<file path="config.mk">
export PLATFORM = sky130hd
export DESIGN_NAME = stb_seq
export DESIGN_NICKNAME = d
export VERILOG_FILES = /design/src/stb_pkg.sv /design/src/stb_seq.sv
export SDC_FILE = /design/constraint.sdc
export NUM_CORES = 1
export LEC_CHECK = 0
export ABC_CLOCK_PERIOD_IN_PS = 5900
export BUFFER_PORTS_ARGS = -buffer_cell sky130_fd_sc_hd__buf_4
export CORE_AREA = 2 2 39 41
export DETAILED_ROUTE_END_ITERATION = 16
export DIE_AREA = 0 0 41 43
export GPL_ROUTABILITY_DRIVEN = 0
export SETUP_SLACK_MARGIN = 0.02
export SLEW_MARGIN = 40
export SYNTH_ARGS = -nofsm -noshare
export SYNTH_HDL_FRONTEND = slang
export SYNTH_SLANG_ARGS = --single-unit
</file>
<file path="constraint.sdc">
create_clock -name i_clk -period 5.9 [get_ports i_clk]
set_input_delay 0.885 -clock i_clk [delete_from_list [all_inputs] [get_ports i_clk]]
set_output_delay 0.885 -clock i_clk [all_outputs]
set_load 0.03 [all_outputs]
</file>
<file path="src/stb_pkg.sv">
package stb_pkg;

    localparam int DEPTH     = 64;
    localparam int LEVELS    = 7;
    localparam int DATA_W    = 32;
    localparam int IDX_W     = $clog2(DEPTH);
    localparam int LVL_IN_W  = 3;
    localparam int CNT_W     = $clog2(DEPTH + 1);
    localparam int J_W       = $clog2(LEVELS + 1);
    localparam int MEM_DEPTH = LEVELS * DEPTH;
    localparam int ADDR_W    = $clog2(MEM_DEPTH);
    localparam int CMP_W     = (LEVELS + 1 > CNT_W + 1) ? LEVELS + 1 : CNT_W + 1;

    // Sequencer steps, in program order.
    typedef enum logic [2:0] {
        ST_IDLE,
        ST_LVL,
        ST_RD,
        ST_WR,
        ST_NXT,
        ST_DONE
    } t_step;

    // Jump conditions: when true the step counter loads the target.
    typedef enum logic [2:0] {
        JC_NEXT,
        JC_ALWAYS,
        JC_NOT_START,
        JC_LVL_FAIL,
        JC_WIN_MORE
    } t_jc;

    typedef struct packed {
        logic i_clr;
        logic i_inc;
        logic j_init;
        logic j_inc;
        logic rd_en;
        logic wr_en;
        logic set_built;
    } t_ctl;

    typedef struct packed {
        logic lvl_fits;
        logic win_more;
    } t_sts;

    typedef struct packed {
        t_jc   jc;
        t_step target;
        t_ctl  ctl;
    } t_ucw;

    // Microcode store: one control word per step.
    function automatic t_ucw ucode_rom(input t_step step);
        t_ucw w;
        w.jc     = JC_NEXT;
        w.target = ST_IDLE;
        w.ctl    = '0;
        case (step)
            ST_IDLE: begin
                w.jc         = JC_NOT_START;
                w.target     = ST_IDLE;
                w.ctl.j_init = 1'b1;
                w.ctl.i_clr  = 1'b1;
            end
            ST_LVL: begin
                w.jc        = JC_LVL_FAIL;
                w.target    = ST_DONE;
                w.ctl.i_clr = 1'b1;
            end
            ST_RD: begin
                w.jc        = JC_NEXT;
                w.ctl.rd_en = 1'b1;
            end
            ST_WR: begin
                w.jc        = JC_WIN_MORE;
                w.target    = ST_RD;
                w.ctl.wr_en = 1'b1;
                w.ctl.i_inc = 1'b1;
            end
            ST_NXT: begin
                w.jc        = JC_ALWAYS;
                w.target    = ST_LVL;
                w.ctl.j_inc = 1'b1;
            end
            ST_DONE: begin
                w.jc            = JC_ALWAYS;
                w.target        = ST_IDLE;
                w.ctl.set_built = 1'b1;
            end
            default: begin
                w.jc     = JC_ALWAYS;
                w.target = ST_IDLE;
            end
        endcase
        return w;
    endfunction

    // Flat table address of level lvl, position idx.
    function automatic logic [ADDR_W-1:0] addr_of(input logic [J_W-1:0] lvl,
                                                  input logic [IDX_W-1:0] idx);
        return ADDR_W'(lvl) * ADDR_W'(DEPTH) + ADDR_W'(idx);
    endfunction

endpackage

</file>
<file path="src/stb_seq.sv">
module stb_seq (
    input  logic          i_clk,
    input  logic          i_rst_n,
    input  logic          i_start,
    input  stb_pkg::t_sts i_sts,
    output stb_pkg::t_ctl o_ctl,
    output logic          o_busy
);
    import stb_pkg::*;

    t_step r_step;
    t_step n_step;
    t_ucw  ucw;
    logic  take;

    always_ff @(posedge i_clk) begin
        if (!i_rst_n) begin
            r_step <= ST_IDLE;
        end else begin
            r_step <= n_step;
        end
    end

    always_comb begin
        ucw = ucode_rom(r_step);
        case (ucw.jc)
            JC_NEXT:      take = 1'b0;
            JC_ALWAYS:    take = 1'b1;
            JC_NOT_START: take = !i_start;
            JC_LVL_FAIL:  take = !i_sts.lvl_fits;
            JC_WIN_MORE:  take = i_sts.win_more;
            default:      take = 1'b0;
        endcase
        n_step = take ? ucw.target : t_step'(r_step + 3'd1);
        o_ctl  = ucw.ctl;
        o_busy = (r_step != ST_IDLE);
    end

endmodule

</file>
==> results.yml <==
status:
  status: "complete, no violations"
sta:
  slew_headroom: 0.754
  maxSlewViolCount: 0
  fmax_mhz: 440
  final.min_clock_period_ns: 2.27
  worst_pin_slew_ns: 0.369
  finalSetupTns_ns: 0
  finalClockSkew_ns: 0.00155
  hold_viol: 0
  setup_viol: 0
  rsz0062_at_grt: "no"
  fin_crit_sh: 0.386
route:
  drc_errors: 0
  drt-vias-per-instance: 4.44
  vias: 311
  routed_wl_um: 652
  firstDrtPassIters: 1
  avgRoutedWirePerCell_um: 9.31
  drtIter0Drc: 0
  antenna_left: 0
clocking:
  htreeDepth: 1
  root_buffer: "clkbuf_4"
  cts_num_sinks: 3
  numCtsBuffers: 3
  ctsResizeCount: 0
  clkTransAtPathRegs_ns: 0.04
  post_cts_buffers: 0
  holdBufCountCts: 0
  clk_path_buf_depth: 2
  cts_tree: "built"
  clkLatencyLatePin_ns: 0.23
cells_and_area:
  drive_gt1_frac: 0.389
  reg_top3: "r_step (3)"
  nNetsFinal: 66
  fillers: 162
  regMostFlops: "r_step"
  diodes: 0
  area_growth_pct: 39.8
  largest_register_ffs: 3
setup_path:
  crit_required_ns: 5.02
  worstSetupPathType: "reg2out"
  cp-end-kind: "primary output"
  startpoint_type: "register"
  critPathMaxFanout: 5
  cp.arrival_ns: 1.39
synth:
  synth-seq-cells: 3
  yosysWarnings: 0
  synth_nets: 50
  async_flop_share: 0
  synth-main-ff-cell: "dfxtp_1"
  syn_avg_cell_area_um2: 8.31
  syn_area_um2: 324
  ys_types: 21
  ys_seq_area_frac: 0.185
  synth_edf_count: 0
  syn_inst: 39
power:
  leakage_nw: 0.219
  peakVddDrop_mv: 0.175
  pwr_density_cell_mw_per_mm2: 569
  p_total_uw: 258
floorplan:
  start_util: 0.234
  die_w_um: 41
  die_area_mm2: 0.00176
  die_y_um: 43
  pin_count: 13
  core.rowCount: 14
  core_area_mm2: 0.00138
global_routing:
  grt_use_total: 0.0923
  grt_max_degree: 9
  antenna_found_initial: 0
  grt_pass1_vias: 277
  grt_overflow: 0
  grt_pass1_wl_um: 1060
placement:
  post-dp-hpwl_um: 554
  numPortBuffers: 12
run:
  maxCapViolCount: 0
worst_hold_path:
  min_path_type: "reg2reg"
power by group:
part           internal, mW  total (mW)  leakage [nW]  switching [mW]
logic                0.0759       0.185         0.179           0.109
registers            0.0276      0.0369        0.0246         0.00930
clock network        0.0253      0.0359        0.0150          0.0105
metrics by stage:
stage | utilization | cell area (um^2) | cells | setup WS [ns] | hold slack, ns
global route | 0.327 | 453 | 70 | 3.55 | 0.649
floorplan | - | 324 | 39 | 3.57 | 0.567
detailed placement | 0.308 | 427 | 66 | 3.69 | 0.623
CTS | 0.327 | 453 | 70 | 3.61 | 0.633
global placement | 0.308 | 427 | 66 | 3.67 | 0.608
finish | 0.327 | 453 | 70 | 3.63 | 0.626
per-layer routing:
metal	vias up	track usage	share of wire
met5	-	0	0
met1	139	0.106	0.43
met4	0	0.0800	0.026
met3	2	0.0314	0.057
li1	162	-	-
met2	8	0.128	0.48
cell type report:
type                    instances  area (um^2)  area share
flip-flops and latches          3         60.1       0.133
clock buffers                   4         26.3      0.0580
well taps                      16         20.0      0.0442
multi-input cells              30          238       0.525
inverters                       5         18.8      0.0414
repair buffers                 12         90.1       0.199
cells by family (layout without fill, tap and decap cells):
logic type | count (synthesis) | after routing | synth area share
compound gates | 6 | 6 | 0.181
fa+ha+maj | 6 | 6 | 0.232
buf+inv | 6 | 21 | 0.0811
flops | 3 | 3 | 0.185
mux | 2 | 2 | 0.0618
simple gates | 16 | 16 | 0.259
cell usage after synthesis (2+ instances only):
library cell / number / area [um^2]
dfxtp_1: 3 / 60.1
ha_1: 6 / 75.1
inv_1: 3 / 11.3
inv_2: 2 / 7.51
mux2i_1: 2 / 20.0
nand2_1: 3 / 11.3
nor2_1: 4 / 15.0
nor2b_1: 2 / 12.5
nor3_1: 2 / 10.0
worst max-delay path, stage by stage, from the launching register on:
cell	delay (ns)
dfxtp_1	0.41
inv_1	0.13
ha_1	0.26
inv_2	0.10
nor2_2	0.05
inv_2	0.06
buf_4	0.14
cells in the final DEF, fill, tap and decap left out, types with 2 or more instances in the layout:
cell / netlist / final
nand2_1: 3 / 3
nor2b_1: 2 / 2
mux2i_1: 2 / 2
buf_4: 1 / 12
inv_2: 2 / 2
ha_1: 6 / 6
dfxtp_1: 3 / 3
clkbuf_4: 0 / 3
nor2_1: 4 / 4
inv_1: 3 / 3
nor3_1: 2 / 2
path summary, 6_finish.rpt:
kind,from,end,slack [ns],cells past startpoint
worst min-delay path,r_step[0],r_step[2],0.63,1
worst max register to register,r_step[0],r_step[2],3.76,9
worst max-delay path,r_step[0],o_busy,3.63,6
worst min register to register,r_step[0],r_step[2],0.63,1
(Power assumes the default switching activity.)
